### src/rtl/fcw_pkg.sv
// shared types and constants of the fat12 cluster chain walker
package fcw_pkg;

	// item actions
	localparam logic [1:0] ACT_LOAD  = 2'd0;
	localparam logic [1:0] ACT_START = 2'd1;
	localparam logic [1:0] ACT_NEXT  = 2'd2;

	// fixed geometry
	localparam int          SectorShift = 9;
	localparam logic [20:0] SectorBytes = 21'd512;
	localparam logic [9:0]  SectorCount = 10'd512;
	localparam int          EntryBits   = 12;

	typedef struct packed {
		logic [1:0]  action;
		logic [23:0] packed_bytes;
		logic [10:0] pair_index;
		logic [11:0] start_cluster;
		logic [20:0] file_size;
	} fcw_req_t;

	typedef struct packed {
		logic        valid_res;
		logic [20:0] byte_offset;
		logic [9:0]  byte_count;
		logic        last;
	} fcw_rsp_t;

	// controller to datapath
	typedef struct packed {
		logic accept;
		logic fetch;
	} fcw_cmd_t;

	// datapath to controller
	typedef struct packed {
		logic chain;
	} fcw_sts_t;

endpackage

### src/rtl/fcw_ctrl.sv
// walker controller: handshakes and chain fetch sequencing
module fcw_ctrl import fcw_pkg::*; (
	input  logic     clk,
	input  logic     arst_n,
	input  logic     req_valid,
	output logic     req_stall,
	output logic     rsp_valid,
	input  logic     rsp_stall,
	input  fcw_sts_t sts,
	output fcw_cmd_t cmd
);

	typedef enum logic [1:0] {
		ST_IDLE  = 2'b01,
		ST_FETCH = 2'b10
	} state_t;

	state_t state_q;
	state_t state_d;
	logic   rsp_valid_q;
	logic   accept;

	// take an item when idle and the result slot frees up
	assign req_stall = (state_q != ST_IDLE) || (rsp_valid_q && rsp_stall);
	assign accept    = req_valid && !req_stall;
	assign cmd.accept = accept;
	assign cmd.fetch  = (state_q == ST_FETCH);
	assign rsp_valid  = rsp_valid_q;

	// next state
	always_comb begin
		state_d = state_q;
		unique case (state_q)
			ST_IDLE: begin
				if (accept && sts.chain) begin
					state_d = ST_FETCH;
				end
			end
			ST_FETCH: begin
				state_d = ST_IDLE;
			end
			default: begin
				state_d = ST_IDLE;
			end
		endcase
	end

	// state and result slot occupancy
	always_ff @(posedge clk or negedge arst_n) begin
		if (!arst_n) begin
			state_q     <= ST_IDLE;
			rsp_valid_q <= 1'b0;
		end else begin
			state_q <= state_d;
			if (accept) begin
				rsp_valid_q <= 1'b1;
			end else if (!rsp_stall) begin
				rsp_valid_q <= 1'b0;
			end
		end
	end

endmodule

### config.mk
export PLATFORM = sky130hd
export DESIGN_NAME = fcw_ctrl
export DESIGN_NICKNAME = d
export VERILOG_FILES = /design/src/rtl/fcw_pkg.sv /design/src/rtl/fcw_ctrl.sv
export SDC_FILE = /design/constraint.sdc
export NUM_CORES = 1
export LEC_CHECK = 0
export BUFFER_PORTS_ARGS = -buffer_cell sky130_fd_sc_hd__buf_2
export CAP_MARGIN = 5
export CORE_AREA = 2 2 39 41
export CTS_CLUSTER_DIAMETER = 100
export CTS_CLUSTER_SIZE = 8
export DETAILED_ROUTE_END_ITERATION = 8
export DIE_AREA = 0 0 41 43
export SYNTH_ARGS = -nofsm -noshare
export SYNTH_HDL_FRONTEND = slang
export SYNTH_SLANG_ARGS = --single-unit
### constraint.sdc
create_clock -name clk -period 2 [get_ports clk]
set_input_delay 0.4 -clock clk [delete_from_list [all_inputs] [get_ports clk]]
set_output_delay 0.4 -clock clk [all_outputs]
set_load 0.01 [all_outputs]
* Yosys cells after proc, flatten, opt, wreduce, memory -nomap -nowiden
Index checks and enable logic that the tools add are counted.
Operators by class: add/subtract/negate cells 0, multiply operators 0, divide/modulo/power cells 0, magnitude comparators 0, eq/ne operators 5, shift operators 0, mux-type cells 4, bitwise gates (word level) 0, reduce and logical (&&, ||, !) cells 5
Operators by type and width (count):
- 2-to-1 mux 2 bit | 2
- != test 2 x 1 -> 1 bit, second input constant | 2
- logical AND 1 bit | 3
- equality test 2 x 1 -> 1 bit, second input constant | 1
- equality test 2 bit, second input constant | 1
- 2-to-1 mux 1 bit | 2
- != test 2 bit, second input constant | 1
- logical NOT 1 bit | 1
- logical OR 1 bit | 1
Word-level totals: bits in registers 3, bits in latches 0, bits in writable memories 0, bits in read-only memories 0, bits of input ports 5, output and inout port bits 4, word-level logic and storage cells 16, memories 0

* Depth between registers and ports, before layout
Gate-level depths: netlist of run 1.
word-level depth 7, gate-level depth with buffers 3

* Least setup slack after synthesis of run 1
No wires, ideal clock.
kind reg-to-output, from register state_q[0], to output port cmd[1] (netlist bit), arrival 0.931 ns, data required time 1.600 ns, slack 0.669 ns, cell stages (with the launch flop) 4, path buffers 1, cell sequence dfstp_2 > nor2b_4 > and3_2 > buf_4
Between the ends: cells in the longest elaborated chain, start to end 4
Ends and longest elaborated chain:
- from (decl) | line fcw_ctrl.sv:18 | state_t state_q;
- from (signal assigned) | line fcw_ctrl.sv:54 | state_q <= state_d;
- != test 2 x 1 -> 1 bit | line fcw_ctrl.sv:24 | assign req_stall = (state_q != ST_IDLE) || (rsp_valid_q && rsp_stall);
- logical OR 1 bit | line fcw_ctrl.sv:24
- logical NOT 1 bit | line fcw_ctrl.sv:25 | assign accept = req_valid && !req_stall;
- logical AND 1 bit | line fcw_ctrl.sv:25
- to (decl) | line fcw_ctrl.sv:10 | output fcw_cmd_t cmd
Every way passes these cells.

==> summary.md, run 1 <==
| Metric | Value |
|---|---|
| Yosys reg bits | `3` |
| Root buffer cell | `clkbuf_4` |
| Post-Synth XOR/XNOR Area | `0` |
| Grt ovf | `0` |
| Leak | `~0.00013 uW` |
| Cell row count | `14` |
| Max Slew Vio Count | `0` |
| Vias | `roughly 120` |
| Post-Synth Simple-Gate Area | `0.362` |
| Syn_nets | `17` |
| Adder-cell share of the synthesized area | `0` |
| Layout Skew | `0.00172 ns` |
| Synth top area cells | `dfrtp_1 (34%), dfstp_2 (18%), nor2b_4 (9.5%), a22o_1 (6.0%), and2b_2 (6.0%)` |
| Dominant cell type by area after synthesis | `dfrtp_1` |
| Crit start category | `flop` |
| Yosys top cell area share | `0.345` |
| Post-layout min period | `1.62 ns` |
| Combinational cell fraction of total power | `0.160` |
| Initial antenna violation count | `0` |
| Routed Antenna Nets | `0` |
| Clock power frac | `0.504` |
| Worst IR drop on VDD | `~0.17 mV` |
| Insertion delay to the later sink of the worst-skew pair | `~0.23 ns` |
| Mapped cell area | `around 150 um2` |
| RSZ-0062 raised after global routing | `false` |
| Status | `finished clean` |
| Antenna Cells | `0` |
| Worst EP required | `between 1.5 and 2 ns` |
| H-tree levels | `1` |
| Routed len/inst | `~7.7 um` |
| Nets | `30` |
| Io pins | `9` |
| Worst min-delay path class | `in -> reg` |
| Worst Path Arrival | `approximately 1.2 ns` |
| Area grow syn2layout | `61.2%` |
| Number of CTS-inserted buffers | `3` |
| Post-synthesis compound-gate area fraction | `0.0603` |
| Starting density of the core | `0.105` |
| Vias in the first global route | `between 100 and 150` |
| First-pass GRT wire length | `476 um` |
| Sequential fraction of the synthesis area | `0.526` |
| Via/cell ratio | `between 2 and 3` |
| Die extent in x | `~41 um` |
| Headroom to the max-slew limit | `0.923` |
| Core area | `about 1400 um2` |
| DR DRC count | `0` |
| Largest family of logic cells by synthesized area | `simple AND/OR/NAND/NOR gates` |
| Final WL | `about 310 um` |
| Post-synthesis mux area share | `0` |
| Yosys Warn Count | `0` |
| GPL Wtd Cong | `a little under 0.6` |
| Max_cap viols | `0` |
| # clock sinks | `3` |
| Crit. End Element | `primary output` |
| Clock transition at the registers of the reported paths | `roughly 0.04 ns` |
| Setup CP Type | `reg -> out` |
| Die height | `43 um` |
| Synthesized instance count | `12` |
| Die area | `~1800 um2` |
| Reg power frac | `0.336` |
| First drt pass iteration count | `1` |
| CTS tree | `yes` |
| Internal power | `~160 uW` |
| Net Switching | `50.8 uW` |
| PD cells | `approximately 900 nW/um2` |
| Post-Route Utilization | `0.169` |
| Maximum fanout along the worst path | `5` |
| Sw Ratio | `0.241` |
| Share of cells above drive strength 1 | `0.625` |
| Achievable Freq | `617 MHz` |
| Syn_area_per_cell | `roughly 12 um2` |
| Final hold vios | `0` |
| Post-CTS Setup Inserts | `0` |
| CTS max path bufs | `2` |
| DR iter-0 viols | `0` |
| Largest net degree at the start of global routing | `6` |
| Worst slew pin tran | `~0.11 ns` |
| Port Buffers | `8` |
| # setup viols final | `0` |
| Post-CTS sizing | `0` |
| Synth cell types | `10` |
| Final setup TNS | `0 ns` |
| GRT Resource Usage Total | `0.0543` |
| Final Cycle Share | `0.810` |
synth_stat cells:
master,n
nor2b_4,1
and4_1,1
a22o_1,1
dfrtp_1,2
and3_2,1
and2b_2,1
nand2_1,2
nand4_1,1
buf_4,1
dfstp_2,1
sequential cells by signal, indices dropped and copies added (netlist names):
signal and flops:
state_q 2, rsp_valid 1
final cells by class:
class | instances | area (um2)
tap | 16 | 20.0
timing repair buffer | 9 | 50.0
clock buffer | 4 | 26.3
sequential | 3 | 76.3
fill | 157 | 1150
multi-input combinational | 8 | 61.3
worst paths after layout:
path	start	to	slack, ns	depth (start not counted)
setup / recovery	state_q[0]	cmd[1]	0.38	3
hold / removal	sts	state_q[0]	0.35	2
setup reg to reg	state_q[0]	state_q[1]	1.06	2
hold reg to reg	rsp_valid	rsp_valid	0.54	1
max in group asynchronous	arst_n	state_q[0]	1.31	2
min in group asynchronous	arst_n	state_q[1]	0.49	2
worst max-delay path: stages (launching register included):
cell and delay [ns]:
dfstp_2 0.51, nor2b_4 0.17, and3_2 0.19, buf_2 0.12
power by group through the flow:
| stage | clock network (uW) | registers [uW] | logic (uW) |
|---|---|---|---|
| floorplan | 0 | 72.2 | 19.4 |
| global placement | 0 | 71.3 | 32.9 |
| finish | 106 | 70.8 | 33.6 |
| detailed placement | 0 | 71.4 | 32.8 |
| global route | 115 | 71.6 | 37.4 |
| CTS | 112 | 70.7 | 34.4 |
cell families after synthesis:
group           after synthesis
simple gates                  7
flops                         3
compound gates                1
buf+inv                       1
through the flow:
step                setup slack (ns)  cell area (um2)  total power, uW  cells  hold slack [ns]
floorplan                      0.669              145             91.5     12            0.104
global placement               0.608              198              104     35            0.196
detailed placement             0.610              198              104     35            0.196
CTS                            0.357              234              218     40            0.346
global route                   0.320              234              224     40            0.361
finish                         0.380              234              210     40            0.355
routing by layer:
layer  up-vias  GRT usage  share of wire
met4         0      0.120              0
met5         -          0              0
met2         5     0.0563           0.53
li1         65          -              -
met3         0     0.0314           0.10
met1        49     0.0388           0.37
what timing repair did:
action / CTS / global route
endpoints found under the setup margin: 0 / 0
endpoints found under the hold margin: 2 / 0
hold buffers: 1 / 0
layout by cell type, fill, tap and decap left out, types with 2 or more instances in the layout:
cell and count:
nand2_1 2, buf_2 8, dfrtp_1 2, clkbuf_4 3
Note: power is estimated with default switching activity, not from simulation.
==> run 2: changes to the inputs <==
clock period = 1.6 ns   (was 2 ns; I/O delays follow)
==> summary.md, run 2 (synthesized netlist as in run 1, its figures left out) <==
| Metric | Value |
|---|---|
| CTS max path bufs | `2 (unchanged)` |
| Slowest cell delay on critical path | `0.51 ns (about the same)` |
| Maximum fanout along the worst path | `5 (unchanged)` |
| CP max stage cell | `dfstp_2` |
| # setup viols final | `0 (unchanged)` |
| Final WS setup | `0.0591 ns (-0.321 ns)` |
| First-pass GRT wire length | `462 um (-2.9%)` |
| # clock sinks | `3 (unchanged)` |
| Initial antenna violation count | `0 (unchanged)` |
| Via/cell ratio | `3.20 (+7.6%)` |
| Setup CP Type | `reg -> out` |
| Core area | `1380 um2 (unchanged)` |
| GRT Resource Usage Total | `0.0553 (+0.00101)` |
| Pre-CTS setup slack | `0.298 ns (-0.313 ns)` |
| Vias | `128 (+7.6%)` |
| Leak | `0.000126 uW (unchanged)` |
| Post-CTS Setup Inserts | `0 (unchanged)` |
| Nets | `30 (unchanged)` |
| Placed Cells | `35 (unchanged)` |
| Achievable Freq | `approximately 650 MHz` |
| WP buf/inv | `1 (unchanged)` |
| Headroom to the max-slew limit | `0.918 (-0.00561)` |
| Max_cap viols | `0 (unchanged)` |
| Most common cell after layout, fill and taps aside | `buf_2` |
| Antenna Cells | `0 (unchanged)` |
| Layout Skew | `0.000338 ns (-0.00138 ns)` |
| Worst min-delay path class | `in -> reg` |
| GPL Wtd Cong | `0.593 (+1.3%)` |
| CP delay by family, top | `flip-flops` |
| Routed len/inst | `8.10 um (+5.5%)` |
| Post-layout min period | `approximately 1.5 ns` |
| Area grow syn2layout | `61.2% (unchanged)` |
| Grt ovf | `0 (unchanged)` |
| Clock transition at the registers of the reported paths | `0.04 ns (about the same)` |
| H-tree levels | `1 (unchanged)` |
| PD cells | `1140 nW/um2 (+26%)` |
| Port Buffers | `8 (unchanged)` |
| Status | `finished clean` |
| Fillers | `159 (+1.3%)` |
| DR DRC count | `0 (unchanged)` |
| Starting density of the core | `0.105 (unchanged)` |
| Final setup TNS | `0 ns (unchanged)` |
| Worst IR drop on VDD | `0.215 mV (+29%)` |
| Io pins | `9 (unchanged)` |
| Vias in the first global route | `123 (-1.6%)` |
| Worst slew pin tran | `0.124 ns (+0.00866 ns)` |
| Worst Path Arrival | `1.22 ns (about the same)` |
| Crit. End Element | `primary output` |
| Die extent in x | `41 um (unchanged)` |
| Critical Path, Cell by Cell | `nor2b_4 > and3_2 > buf_2` |
| Largest register by flop count | `state_q` |
| Cell row count | `14 (unchanged)` |
| Crit start category | `flop` |
| Final hold vios | `0 (unchanged)` |
| Share of cells above drive strength 1 | `0.625 (unchanged)` |
| RSZ-0062 raised after global routing | `false` |
| Largest net degree at the start of global routing | `6 (unchanged)` |
| CTS tree | `yes` |
| Root buffer cell | `clkbuf_4` |
| Final WL | `324 um (+5.5%)` |
| Reg2reg setup slack | `0.66 ns (-0.40 ns)` |
| Final std cells w/o fill | `40 (unchanged)` |
| DR iter-0 viols | `0 (unchanged)` |
| Number of CTS-inserted buffers | `3 (unchanged)` |
| Die area | `1760 um2 (unchanged)` |
| Post-CTS sizing | `0 (unchanged)` |
| Max Slew Vio Count | `0 (unchanged)` |
| Insertion delay to the later sink of the worst-skew pair | `0.23 ns (about the same)` |
| Worst EP required | `1.28 ns (-0.32 ns)` |
| First drt pass iteration count | `1 (unchanged)` |
| Routed Antenna Nets | `0 (unchanged)` |
| Flip-flop count of the largest register after layout | `2 (unchanged)` |
| Final Cycle Share | `0.963` |
| Die height | `43 um (unchanged)` |
| Commonest non-fill, non-tap cells in the layout | `buf_2 (8), clkbuf_4 (3), nand2_1 (2), dfrtp_1 (2)` |
-- run 2: area by class of cell --
cell class | count | area, um2 | area share
multi-input cells | 8 | 61.3 | 0.262
repair buffers | 9 | 50.0 | 0.214
well taps | 16 | 20.0 | 0.0856
flip-flops and latches | 3 | 76.3 | 0.326
clock buffers | 4 | 26.3 | 0.112
-- run 2: metrics by stage --
step / hold WS, ns / util / area (um2) / power, uW
final: 0.273 / 0.169 / 234 / 266
after floorplan: 0.0244 / - / 145 / 114
after global routing: 0.285 / 0.169 / 234 / 278
after detailed placement: 0.118 / 0.143 / 198 / 130
after CTS: 0.269 / 0.169 / 234 / 272
after global placement: 0.117 / 0.143 / 198 / 130
-- run 2: worst reg2reg max path, delay by kind of cell, from the launching register on --
family | cells | cell delay [ns]
flip-flops | 1 | 0.51
AND/OR/NAND/NOR | 2 | 0.37
-- run 2: metal layers --
metal  GRT usage  part of all wire  up-vias
met5           0                 0        -
met4       0.140             0.049        0
met3      0.0314             0.059        2
met2      0.0500              0.45        7
met1      0.0388              0.43       53
li1            -                 -       66
-- run 2: path summary, 6_finish.rpt --
| path | start | to | cells past startpoint |
|---|---|---|---|
| worst min register to register | rsp_valid | rsp_valid | 1 |
| min in group asynchronous | arst_n | state_q[1] | 2 |
| max in group asynchronous | arst_n | state_q[0] | 2 |
| worst min-delay path | sts | state_q[0] | 2 |
| worst max register to register | state_q[0] | state_q[1] | 2 |
| worst max-delay path | state_q[0] | cmd[1] | 3 |
-- run 2: power by group --
group          total (uW)  leakage [uW]  switching, uW  internal, uW
logic                42.3     0.0000757           20.1          22.2
clock network         135     0.0000150           41.5          93.6
registers            88.5     0.0000354           4.63          83.8
-- run 2: timing repair --
action	CTS	global route
hold buffers	1	0
endpoints found under the setup margin	0	0
endpoints found under the hold margin	2	0
==> run 3: changes to the inputs <==
CAP_MARGIN = not set   (was 5)
SETUP_SLACK_MARGIN = 0.4   (was not set)
==> summary.md, run 3 (synthesized netlist as in run 1, its figures left out) <==
| Metric | Value |
|---|---|
| Vias | `143 (+12%)` |
| Final setup TNS | `0 ns (unchanged)` |
| Die area | `1760 um2 (unchanged)` |
| Area grow syn2layout | `77.6%` |
| Dpl hpwl | `263 um` |
| Layout Skew | `0.0000348 ns (-0.000304 ns)` |
| Share of cells above drive strength 1 | `0.640 (+0.0150)` |
| CP delay by family, top | `flip-flops` |
| Number of CTS-inserted buffers | `3 (unchanged)` |
| Flip-flop count of the largest register after layout | `2 (unchanged)` |
| First-pass GRT wire length | `524 um (+13%)` |
| Critical Path, Cell by Cell | `nor2b_4 > and3_4 > buf_6` |
| Achievable Freq | `659 MHz (+1.5%)` |
| Via/cell ratio | `3.49 (+9.0%)` |
| Pre-CTS setup slack | `0.303 ns (+0.00535 ns)` |
| GRT Resource Usage Total | `0.0483 (-0.00699)` |
| Maximum fanout along the worst path | `4 (-1)` |
| Largest register by flop count | `state_q` |
| Crit start category | `flop` |
| Status | `finished clean` |
| Crit. End Element | `primary output` |
| Port Buffers | `8 (unchanged)` |
| Io pins | `9 (unchanged)` |
| Slowest cell delay on critical path | `0.52 ns (about the same)` |
| Commonest non-fill, non-tap cells in the layout | `buf_2 (6), clkbuf_4 (3), nand2_1 (2), buf_6 (2), dfrtp_1 (2)` |
| # setup viols final | `0 (unchanged)` |
| Starting density of the core | `0.105 (unchanged)` |
| Setup CP Type | `reg -> out` |
| Fillers | `152 (-4.4%)` |
| WHS | `0.266 ns (-0.00736 ns)` |
| Worst slew pin tran | `0.131 ns (+0.00715 ns)` |
| Most common cell after layout, fill and taps aside | `buf_2` |
| Routed Antenna Nets | `0 (unchanged)` |
| # clock sinks | `3 (unchanged)` |
| Grt ovf | `0 (unchanged)` |
| Max_cap viols | `0 (unchanged)` |
| Leak | `0.000132 uW (+4.8%)` |
| Placed cell area | `201 um2 (+1.9%)` |
| CTS max path bufs | `2 (unchanged)` |
| CP max stage cell | `dfstp_2` |
| Post-Route Utilization | `0.186 (+0.0172)` |
| Final WL | `349 um (+7.7%)` |
| First drt pass iteration count | `2 (+1)` |
| Worst Path Arrival | `1.20 ns (-0.02 ns)` |
| RSZ-0062 raised after global routing | `true` |
| Die extent in x | `41 um (unchanged)` |
| Cell row count | `14 (unchanged)` |
| Largest net degree at the start of global routing | `5 (-1)` |
| Final Cycle Share | `0.948 (-0.0146)` |
| Worst IR drop on VDD | `0.538 mV (+150%)` |
| Nets | `31 (+3.3%)` |
| H-tree levels | `1 (unchanged)` |
| Finished Cell Area | `258 um2 (+10%)` |
| Vias in the first global route | `129 (+4.9%)` |
| Core area | `1380 um2 (unchanged)` |
| GPL Wtd Cong | `0.577 (-2.8%)` |
| Final hold vios | `0 (unchanged)` |
| Max Slew Vio Count | `0 (unchanged)` |
| Root buffer cell | `clkbuf_4` |
| Worst min-delay path class | `in -> reg` |
| CTS tree | `yes` |
| DR iter-0 viols | `2 (+2)` |
| Insertion delay to the later sink of the worst-skew pair | `0.23 ns (about the same)` |
| Post-layout min period | `1.52 ns (-0.0234 ns)` |
| Final WS setup | `0.0825 ns (+0.0234 ns)` |
| Headroom to the max-slew limit | `0.913 (-0.00498)` |
| Routed len/inst | `8.51 um (+5.1%)` |
| Antenna Cells | `0 (unchanged)` |
| Die height | `43 um (unchanged)` |
| PD cells | `1070 nW/um2 (-6.2%)` |
| Worst EP required | `1.28 ns (about the same)` |
| Clock transition at the registers of the reported paths | `0.04 ns (about the same)` |
| Initial antenna violation count | `0 (unchanged)` |
| WP buf/inv | `1 (unchanged)` |
| DR DRC count | `0 (unchanged)` |
## run 3: repair_timing
item / 4_1_cts / 5_1_grt
endpoints found under the hold margin: 2 / 0
buffers inserted: 1 / 0
setup endpoints to repair: 3 / 3
hold buffers: 1 / 0
cloned: 0 / 0
pin swaps: 0 / 0
resized for setup: 2 / 0
## run 3: where the power goes
| part | internal (uW) | switching (uW) | total [uW] | leakage, uW |
|---|---|---|---|---|
| Combinational | 30.4 | 23.1 | 53.5 | 0.0000818 |
| Clock | 93.5 | 39.7 | 133 | 0.0000150 |
| Sequential | 83.8 | 4.35 | 88.2 | 0.0000354 |
| Total | 208 | 67.1 | 275 | 0.000132 |
## run 3: worst paths after layout
| path | startpoint | endpoint | slack [ns] | depth (start not counted) |
|---|---|---|---|---|
| setup / recovery | state_q[0] | cmd[1] | 0.08 | 3 |
| hold / removal | sts | state_q[0] | 0.27 | 2 |
| setup reg to reg | state_q[0] | state_q[1] | 0.55 | 3 |
| hold reg to reg | rsp_valid | rsp_valid | 0.53 | 1 |
| max in group asynchronous | arst_n | state_q[0] | 0.98 | 2 |
| min in group asynchronous | arst_n | state_q[1] | 0.42 | 2 |
## run 3: layout make-up
| cell class | instances | area [um2] | area share |
|---|---|---|---|
| multi-input cells | 8 | 65.1 | 0.252 |
| clock buffers | 4 | 26.3 | 0.102 |
| flip-flops and latches | 3 | 76.3 | 0.296 |
| well taps | 16 | 20.0 | 0.0777 |
| repair buffers | 10 | 70.1 | 0.272 |
## run 3: routing by layer
layer / GRT usage / vias to the layer above / wire length [um]
met5: 0 / - / 0
met4: 0 / 0 / 0
met3: 0.0628 / 0 / 69
met2: 0.0500 / 12 / 91
met1: 0.0649 / 62 / 188
li1: - / 69 / -
## run 3: per-stage QoR
step	total power, uW	std cells
after global routing	294	41
after global placement	131	35
after CTS	280	41
after detailed placement	133	35
after floorplan	118	12
final	275	41
